[src/design/rast_pkg.sv]
// Package for the range assign / range sum store.
// Holds widths and the command and status words shared by the controller and datapath.
package rast_pkg;

    localparam int POS_W = 11;
    localparam int VAL_W = 32;
    localparam int SUM_W = 64;

    localparam logic MODE_ASSIGN = 1'b0;
    localparam logic MODE_QUERY  = 1'b1;

    typedef struct packed {
        logic load;
        logic clr_step;
        logic wr_pos;
        logic rd_pos;
        logic step;
        logic out_load;
    } rast_cmd_t;

    typedef struct packed {
        logic in_empty;
        logic at_end;
        logic clr_done;
    } rast_status_t;

endpackage

[src/design/rast_ctrl.sv]
// Controller of the range assign / range sum store: clearing pass, range walks and result handoff.
// Depends on rast_pkg for the command and status words.
module rast_ctrl import rast_pkg::*; (
    input  logic         clk,
    input  logic         rst_n,
    input  logic         in_valid,
    output logic         in_stall,
    input  logic         mode,
    output logic         out_valid,
    input  logic         out_stall,
    input  rast_status_t st,
    output rast_cmd_t    cmd
);

    typedef enum logic [5:0] {
        S_CLEAR  = 6'b000001,
        S_IDLE   = 6'b000010,
        S_ASSIGN = 6'b000100,
        S_QUERY  = 6'b001000,
        S_QDRAIN = 6'b010000,
        S_FINISH = 6'b100000
    } state_t;

    state_t state_reg;
    state_t state_next;
    logic   out_valid_reg;
    logic   out_valid_next;

    always_comb
    begin
        state_next = state_reg;
        cmd = '0;
        in_stall = 1'b1;
        case (state_reg)
            S_CLEAR:
            begin
                cmd.clr_step = 1'b1;
                if (st.clr_done)
                    state_next = S_IDLE;
            end
            S_IDLE:
            begin
                in_stall = 1'b0;
                if (in_valid)
                begin
                    cmd.load = 1'b1;
                    if (mode == MODE_ASSIGN)
                    begin
                        if (!st.in_empty)
                            state_next = S_ASSIGN;
                    end
                    else
                    begin
                        state_next = st.in_empty ? S_FINISH : S_QUERY;
                    end
                end
            end
            S_ASSIGN:
            begin
                cmd.wr_pos = 1'b1;
                cmd.step = 1'b1;
                if (st.at_end)
                    state_next = S_IDLE;
            end
            S_QUERY:
            begin
                cmd.rd_pos = 1'b1;
                cmd.step = 1'b1;
                if (st.at_end)
                    state_next = S_QDRAIN;
            end
            S_QDRAIN:
            begin
                state_next = S_FINISH;
            end
            S_FINISH:
            begin
                if (!out_valid_reg || !out_stall)
                begin
                    cmd.out_load = 1'b1;
                    state_next = S_IDLE;
                end
            end
            default:
            begin
                state_next = S_IDLE;
            end
        endcase
    end

    always_comb
    begin
        out_valid_next = out_valid_reg;
        if (out_valid_reg && !out_stall)
            out_valid_next = 1'b0;
        if (cmd.out_load)
            out_valid_next = 1'b1;
    end

    always_ff @(posedge clk or negedge rst_n)
    begin
        if (!rst_n)
        begin
            state_reg <= S_CLEAR;
            out_valid_reg <= 1'b0;
        end
        else
        begin
            state_reg <= state_next;
            out_valid_reg <= out_valid_next;
        end
    end

    assign out_valid = out_valid_reg;

endmodule

[config.mk]
export PLATFORM = sky130hd
export DESIGN_NAME = rast_ctrl
export DESIGN_NICKNAME = d
export VERILOG_FILES = /design/src/design/rast_pkg.sv /design/src/design/rast_ctrl.sv
export SDC_FILE = /design/constraint.sdc
export NUM_CORES = 1
export LEC_CHECK = 0
export BUFFER_PORTS_ARGS = -buffer_cell sky130_fd_sc_hd__buf_2
export CORE_AREA = 2 2 39 41
export DETAILED_ROUTE_END_ITERATION = 10
export DIE_AREA = 0 0 41 43
export PLACE_DENSITY = 0.53
export SLEW_MARGIN = 15
export SYNTH_ARGS = -nofsm -noshare
export SYNTH_HDL_FRONTEND = slang
export SYNTH_SLANG_ARGS = --single-unit
[constraint.sdc]
create_clock -name clk -period 3.5 [get_ports clk]
set_clock_uncertainty 0.05 [all_clocks]
set_input_delay 0.7 -clock clk [delete_from_list [all_inputs] [get_ports clk]]
set_output_delay 0.7 -clock clk [all_outputs]
set_load 0.02 [all_outputs]
Word level (Yosys, flattened, before mapping)

Cells that the tools add are included.

Eq/ne operators: 12
Mux-type cells: 20
Reductions and logical operators: 7

Operators with widths:

| cell                                                                   | count |
|---|---|
| 6-bit two-way mux                                                      | 8 |
| 6-bit one-hot mux with 6 select lines                                  | 1 |
| 1-bit two-way mux                                                      | 11 |
| 2-bit != test (second input constant)                                  | 5 |
| 6-bit by 1-bit equality test with 1-bit output (second input constant) | 1 |
| 6-bit by 2-bit equality test with 1-bit output (second input constant) | 1 |
| 6-bit by 3-bit equality test with 1-bit output (second input constant) | 1 |
| 6-bit by 4-bit equality test with 1-bit output (second input constant) | 1 |
| 6-bit by 5-bit equality test with 1-bit output (second input constant) | 1 |
| 6-bit equality test (second input constant)                            | 1 |
| 6-bit AND reduction                                                    | 1 |
| 3-bit != test (second input constant)                                  | 1 |
| 1-bit logical NOT                                                      | 2 |
| 2-bit nonzero test                                                     | 1 |
| 2-bit OR reduction                                                     | 1 |
| 1-bit logical AND                                                      | 1 |
| 1-bit logical OR                                                       | 1 |

Register bits after elaboration: 7
Input port bits: 8
Word-level logic and storage cells: 41

Logic depth before layout (Yosys ltp)

Gate-level depths: netlist (run 1).

Depth in word-level cells: 5
Depth in mapped cells: 4
Mapped depth without buffers: 4

Least setup slack after synthesis (run 1)

Ideal clock, no wire load.

Path type: register to output
Start point: register state_reg[1]
End point: output port cmd[1] (netlist name)
Arrival time: 1.275 ns
Data required time: 2.750 ns
Path slack: 1.475 ns
Cell stages (with the launch flop): 3
Path buffers: 0
Cell sequence: dfrtp_1 > or4_4 > nor2_1

RTL lines:

| element                  | line             | RTL |
|---|---|---|
| start: declaration       | rast_ctrl.sv:24  | `state_t state_reg;` |
| start signal: assignment | rast_ctrl.sv:109 | `state_reg <= state_next;` |
| end: declaration         | rast_ctrl.sv:12  | `output rast_cmd_t cmd` |

==> results of run 1 <==
[per-stage QoR]
step	power, mW	instances	utilization
2_1_floorplan	0.225	43	-
3_3_place_gp	0.262	73	0.383
3_5_place_dp	0.262	73	0.383
4_1_cts	0.338	77	0.402
5_1_grt	0.358	77	0.402
6_report	0.334	77	0.402
[worst paths after layout]
check / from / end / slack (ns)
max: state_reg[5]$_DFFE_PN0P_ / cmd[5] / 1.15
min: rst_n / state_reg[1]$_DFFE_PN0P_ / 0.22
max reg2reg: state_reg[1]$_DFFE_PN0P_ / state_reg[1]$_DFFE_PN0P_ / 1.92
min reg2reg: out_valid$_DFFE_PN0P_ / out_valid$_DFFE_PN0P_ / 0.54
max in group asynchronous: rst_n / state_reg[0]$_DFFE_PN1P_ / 2.95
min in group clk: out_valid$_DFFE_PN0P_ / out_valid$_DFFE_PN0P_ / 0.54
[metal layers]
| metal | track usage | vias up |
|---|---|---|
| met5 | 0 | - |
| met4 | 0.120 | 0 |
| met3 | 0.0157 | 5 |
| met2 | 0.197 | 13 |
| met1 | 0.147 | 185 |
| li1 | - | 196 |
[final cells by class]
class | count | area, um^2
multi-input combinational | 30 | 240
inverter | 5 | 18.8
tap | 16 | 20.0
timing repair buffer | 15 | 75.1
clock buffer | 4 | 26.3
fill | 154 | 827
sequential | 7 | 176
[worst register-to-register path: stages (launching register included)]
cell     delay [ns]
dfrtp_1        0.43
or4_4          0.57
o32ai_4        0.31
o22ai_2        0.09
[logic make-up after synthesis]
group	count (synthesis)	share of synthesized area
XOR/XNOR	2	0.0396
buffers and inverters	6	0.0593
AND/OR/NAND/NOR	19	0.302
AO/OA/AOI/OAI	9	0.201
flip-flops	7	0.398
[power groups by stage]
stage | combinational (mW) | sequential (mW) | clock, mW
CTS | 0.148 | 0.114 | 0.0766
global route | 0.160 | 0.116 | 0.0819
global placement | 0.147 | 0.115 | 0
detailed placement | 0.147 | 0.115 | 0
floorplan | 0.112 | 0.113 | 0
finish | 0.146 | 0.114 | 0.0737
[synth_stat cells]
cell type and number:
dfstp_2 1, or4_4 1, xnor2_1 1, nand2_1 4
a21oi_1 1, nor2b_1 1, o21ai_0 2, and3b_2 2
buf_4 1, nor4_2 1, o32ai_1 2, and4bb_2 1
a211o_1 1, o22ai_2 1, a21boi_0 1, o32ai_4 1
nor2_1 2, nor3b_1 1, nor4_1 3, inv_1 5
nand3b_1 3, dfrtp_1 6, xor2_1 1
==> flow_summary.json, run 1 <==
{
  "run_status": "completed",
  "crit_required_ns": 2.75,
  "gr-total-overflow": 0,
  "clock_sinks": 7,
  "worstHoldPathType": "in2async",
  "area_growth_pct": 25.7,
  "fin_ws_ns": 1.15,
  "synth_warnings": 0,
  "cts_tree": "built",
  "seqPwrFrac": 0.342,
  "drt-initial-drc-count": 4,
  "dr_wl_met3_um": 42,
  "core_area_um2": 1380,
  "crit_arrival_ns": 1.60,
  "dr_wl_met2_um": 418,
  "dp_slack_ns": 1.42,
  "fin_tns_setup_ns": 0,
  "path_cells": "nor4_2 -> and3b_2 -> nand2_1 -> inv_1 -> buf_2",
  "timing.final.crit_share": 0.670,
  "clkPwrFrac": 0.221,
  "combPwrFrac": 0.437,
  "cp-end-kind": "output port",
  "synth_top_area_frac": 0.339,
  "largest_register_ffs": 6,
  "fmax_ghz": 0.426,
  "dpl.hpwl_um": 717,
  "insertion_delay_ns": 0.25,
  "cpMaxStageDelayCell": "dfrtp_1",
  "die_x_um": 41,
  "cp_max_fo": 7,
  "ant_nets": 0,
  "avgSynthCellArea_um2": 10.3,
  "yosysTopAreaCell": "dfrtp_1",
  "grt_pass1_wl_mm": 1.49,
  "first_pass_iters": 3,
  "layout_common_cells": "buf_2 (15), dfrtp_1 (6), inv_1 (5)",
  "io_buffer_count": 15,
  "path_buf_inv": 2,
  "max_cap_viol_count": 0,
  "synth_cell_type_count": 23,
  "layout_commonest_cell": "buf_2",
  "p_per_area_nw_per_um2": 600,
  "post-route-min-period_ns": 2.35,
  "ir_worst_vdd_uv": 213,
  "synth_area_um2": 443,
  "drive_gt1_frac": 0.426,
  "start_util": 0.320,
  "routed_wl_um": 915,
  "ys_ff_latch": 7,
  "vias_per_cell": 5.18,
  "clockRootBuffer": "clkbuf_4",
  "internal_power_uw": 206,
  "cts_resized": 0,
  "synth_top_cells_by_area": "dfrtp_1 (34%), o32ai_4 (6.2%), dfstp_2 (5.9%)",
  "die_area_um2": 1760,
  "num_antenna_cells": 0,
  "drc": 0,
  "slew_headroom": 0.765,
  "place_congestion": 0.673,
  "wl_met1_um": 417,
  "setup_viol": 0,
  "ctsHoldBuffers": 0,
  "reg2regPathDepth": 3,
  "rows": 14,
  "cpPeakStageDelay_ns": 0.44,
  "antenna_found_initial": 0,
  "vias": 399,
  "path_class": "reg2out",
  "slew_viol_final": 0,
  "grt_pass1_vias": 402,
  "design_area_um2": 557,
  "rsz0062_at_grt": "no",
  "hold_slack_ns": 0.218,
  "path_depth": 5,
  "syn_inst": 43,
  "worst_pin_slew_ns": 0.349,
  "p_switching_uw": 128,
  "routed.top_layer": "met4",
  "cts_setup_buffers": 0,
  "start_kind": "flop",
  "clkTransAtPathRegs_ns": 0.05,
  "die_h_um": 43,
  "synth-seq-area-share": 0.398,
  "place_area_um2": 531,
  "cts_max_level": 1,
  "p_sw_frac": 0.384,
  "path_delay_family": "simple AND/OR/NAND/NOR gates",
  "cts_buffer_depth": 2,
  "pin_count": 16,
  "fin_nets": 70,
  "cts_inserted_buffers": 3,
  "wl_per_cell_um": 11.9,
  "grt_use_total": 0.130,
  "syn-num-nets": 51,
  "grt_max_degree": 8,
  "hold_violations": 0,
  "p_leak_nw": 0.294
}
Power figures use the tool's default switching activity.
==> run 2, diff against run 1 <==
--- a/config.mk
+++ b/config.mk
@@ -5,11 +5,12 @@
 export SDC_FILE = /design/constraint.sdc
 export NUM_CORES = 1
 export LEC_CHECK = 0
+export ABC_AREA = 1
 export BUFFER_PORTS_ARGS = -buffer_cell sky130_fd_sc_hd__buf_2
 export CORE_AREA = 2 2 39 41
 export DETAILED_ROUTE_END_ITERATION = 10
 export DIE_AREA = 0 0 41 43
-export PLACE_DENSITY = 0.53
+export PLACE_DENSITY = 0.6
 export SLEW_MARGIN = 15
 export SYNTH_ARGS = -nofsm -noshare
 export SYNTH_HDL_FRONTEND = slang
==> constraint.sdc (replaced) <==
create_clock -name clk -period 2.1 [get_ports clk]
set_clock_uncertainty 0.05 [all_clocks]
set_input_delay 0.42 -clock clk [delete_from_list [all_inputs] [get_ports clk]]
set_output_delay 0.42 -clock clk [all_outputs]
set_load 0.02 [all_outputs]
==> run 2 against run 1 <==
  * Final area is 12% higher
  * Flip-flop and latch count stayed put
  * Clock power is 60% higher
  * Sequential share of layout area is 3.5 points lower
  * Area after synthesis is 13% higher
  * Global-route usage is 0.20 points higher
  * Combinational power grew to 2.8 times the previous value
  * Utilization is 5.0 points higher
  * Largest power group unchanged
==> flow_summary.json, run 2 <==
{
  "pin_count": 16,
  "reg2reg_slack_ns": 0.78,
  "fin_nets": 96,
  "die_x_um": 41,
  "cts_inserted_buffers": 3,
  "cts_buffer_depth": 2,
  "clock_sinks": 7,
  "die_h_um": 43,
  "path_depth": 5,
  "core_area_um2": 1380,
  "max_cap_viol_count": 0,
  "ir_worst_vdd_uv": 545,
  "crit_path_end": "cmd[0]",
  "synth_area_um2": 502,
  "run_status": "completed",
  "multi_input_area_um2": 262,
  "slew_headroom": 0.859,
  "r2r-end": "state_reg[1]$_DFFE_PN0P_",
  "layout_common_cells": "buf_2 (15), inv_1 (14), nand2_1 (12)",
  "clockRootBuffer": "clkbuf_4",
  "setup_viol": 0,
  "cts_max_level": 1,
  "crit_arrival_ns": 1.39,
  "crit_path_start": "state_reg[1]$_DFFE_PN0P_",
  "synth-seq-area-share": 0.352,
  "path_delay_family": "simple AND/OR/NAND/NOR gates",
  "ant_nets": 0,
  "cpMaxStageDelayCell": "dfrtp_1",
  "fin_tns_setup_ns": 0,
  "place_congestion": 0.703,
  "layout_commonest_cell": "buf_2",
  "avgSynthCellArea_um2": 7.38,
  "synth_top_area_frac": 0.299,
  "die_area_um2": 1760,
  "timing.final.crit_share": 0.885,
  "cp_max_fo": 6,
  "synth_common_cells": "inv_1 (14), nand2_1 (12), nor2_1 (7), dfrtp_1 (6), nand3_1 (5)",
  "routed_wl_um": 975,
  "ff_latch_area_um2": 176,
  "yosysMostFrequentCell": "inv_1",
  "syn-num-nets": 76,
  "p_leak_nw": 0.381,
  "worst_pin_slew_ns": 0.212,
  "drt-initial-drc-count": 7,
  "largest_register_ffs": 6,
  "r2r-start": "state_reg[0]$_DFFE_PN1P_",
  "synth_warnings": 0,
  "hold_violations": 0,
  "wl_per_cell_um": 9.47,
  "reg2regPathDepth": 7,
  "path_buf_inv": 1,
  "grt_pass1_vias": 408,
  "io_buffer_count": 15,
  "cts_tree": "built",
  "insertion_delay_ns": 0.25,
  "first_pass_iters": 4,
  "cpPeakStageDelay_ns": 0.40,
  "clkTransAtPathRegs_ns": 0.05,
  "path_cells": "nor2_2 -> and2_1 -> nand2_1 -> nor2_1 -> buf_2",
  "vias_per_cell": 4.63,
  "n_fill_cell": 143,
  "gr-total-overflow": 0,
  "grt_max_degree": 8,
  "synth_top_cells_by_area": "dfrtp_1 (30%), inv_1 (10%), nand2_1 (9.0%)",
  "async_flop_share": 1.00,
  "crit_required_ns": 1.63,
  "drc": 0,
  "synth_flop_cell": "dfrtp_1",
  "cts_setup_buffers": 0,
  "syn_inst": 68,
  "antenna_found_initial": 0,
  "fmax_ghz": 0.538,
  "dpl.hpwl_um": 823,
  "synth_cell_type_count": 19,
  "area_growth_pct": 24.7,
  "power_uw": 727,
  "synth_edf_count": 0,
  "rows": 14,
  "start_kind": "flop",
  "start_util": 0.363,
  "grt_use_total": 0.132,
  "hold_slack_ns": 0.369,
  "post-route-min-period_ns": 1.86,
  "vias": 477,
  "rsz0062_at_grt": "no",
  "grt_pass1_wl_mm": 1.55,
  "worstHoldPathType": "in2reg",
  "p_per_area_nw_per_um2": 1160,
  "num_antenna_cells": 0,
  "path_class": "reg2out",
  "yosysTopAreaCell": "dfrtp_1",
  "drive_gt1_frac": 0.356,
  "ys_ff_latch": 7,
  "slew_viol_final": 0,
  "cp-end-kind": "output port"
}
[run 2: cell count changes after synthesis, sizes merged, moves of 2 or more]
cell	change
nand2	+9
nand3b	-3
nand4	+4
nand3	+7
inv	+10
nor2	+12
and3b	-2
o32ai	-3
nor4	-4
[run 2: final cells by class]
cell class                 instances  share of cell area
multi-input combinational         45               0.418
inverter                          15              0.0900
timing repair buffer              16               0.136
tap                               16              0.0320
clock buffer                       4              0.0420
sequential                         7               0.282
[run 2: how the worst min path moves through the flow]
stage	start	end	slack [ns]	cells past startpoint
3_5_place_dp	rst_n	out_valid$_DFFE_PN0P_	0.21	1
2_1_floorplan	rst_n	out_valid$_DFFE_PN0P_	0.07	0
5_1_grt	out_stall	out_valid$_DFFE_PN0P_	0.36	3
4_1_cts	out_stall	out_valid$_DFFE_PN0P_	0.37	3
6_report	out_stall	out_valid$_DFFE_PN0P_	0.37	3
3_3_place_gp	rst_n	out_valid$_DFFE_PN0P_	0.21	1
[run 2: repair_timing]
| action | in CTS | in global routing |
|---|---|---|
| hold buffers | 1 | 0 |
| endpoints found under the hold margin | 6 | 0 |
| resized for setup | 0 | 0 |
[run 2: logic make-up (layout without fill, tap and decap cells)]
group           Yosys count  count (layout)  share of synthesized area
compound gates            4               4                     0.0598
buf+inv                  16              35                      0.127
flops                     7               7                      0.352
simple gates             41              41                      0.461
[run 2: stage by stage]
stage           util  instance area, um^2  worst slack, ns  cells
2_1_floorplan      -                  502            0.582     68
3_3_place_gp   0.426                  589            0.503     98
3_5_place_dp   0.426                  589            0.493     98
4_1_cts        0.452                  626            0.220    103
5_1_grt        0.452                  626           0.0509    103
6_report       0.452                  626            0.242    103
[run 2: layer usage]
metal  vias to the layer above  global-route usage  routed length [um]
met4                         0               0.100                  26
met2                        15               0.181                 446
met3                         4              0.0314                  55
met5                         -                   0                   0
li1                        252                   -                   -
met1                       206               0.171                 446
[run 2: worst register-to-register path, delay by kind of cell (launching register included)]
| kind | cells | cell delay, ns |
|---|---|---|
| flip-flops | 1 | 0.55 |
| AND/OR/NAND/NOR | 4 | 0.45 |
| buffers and inverters | 2 | 0.09 |
| AO/OA/AOI/OAI | 1 | 0.05 |
[run 2: power breakdown]
group / leakage, nW / internal, mW / total [mW] / switching (mW)
sequential: 0.0893 / 0.169 / 0.206 / 0.0373
clock: 0.0150 / 0.0723 / 0.118 / 0.0462
combinational: 0.276 / 0.147 / 0.402 / 0.255
total: 0.381 / 0.388 / 0.727 / 0.339
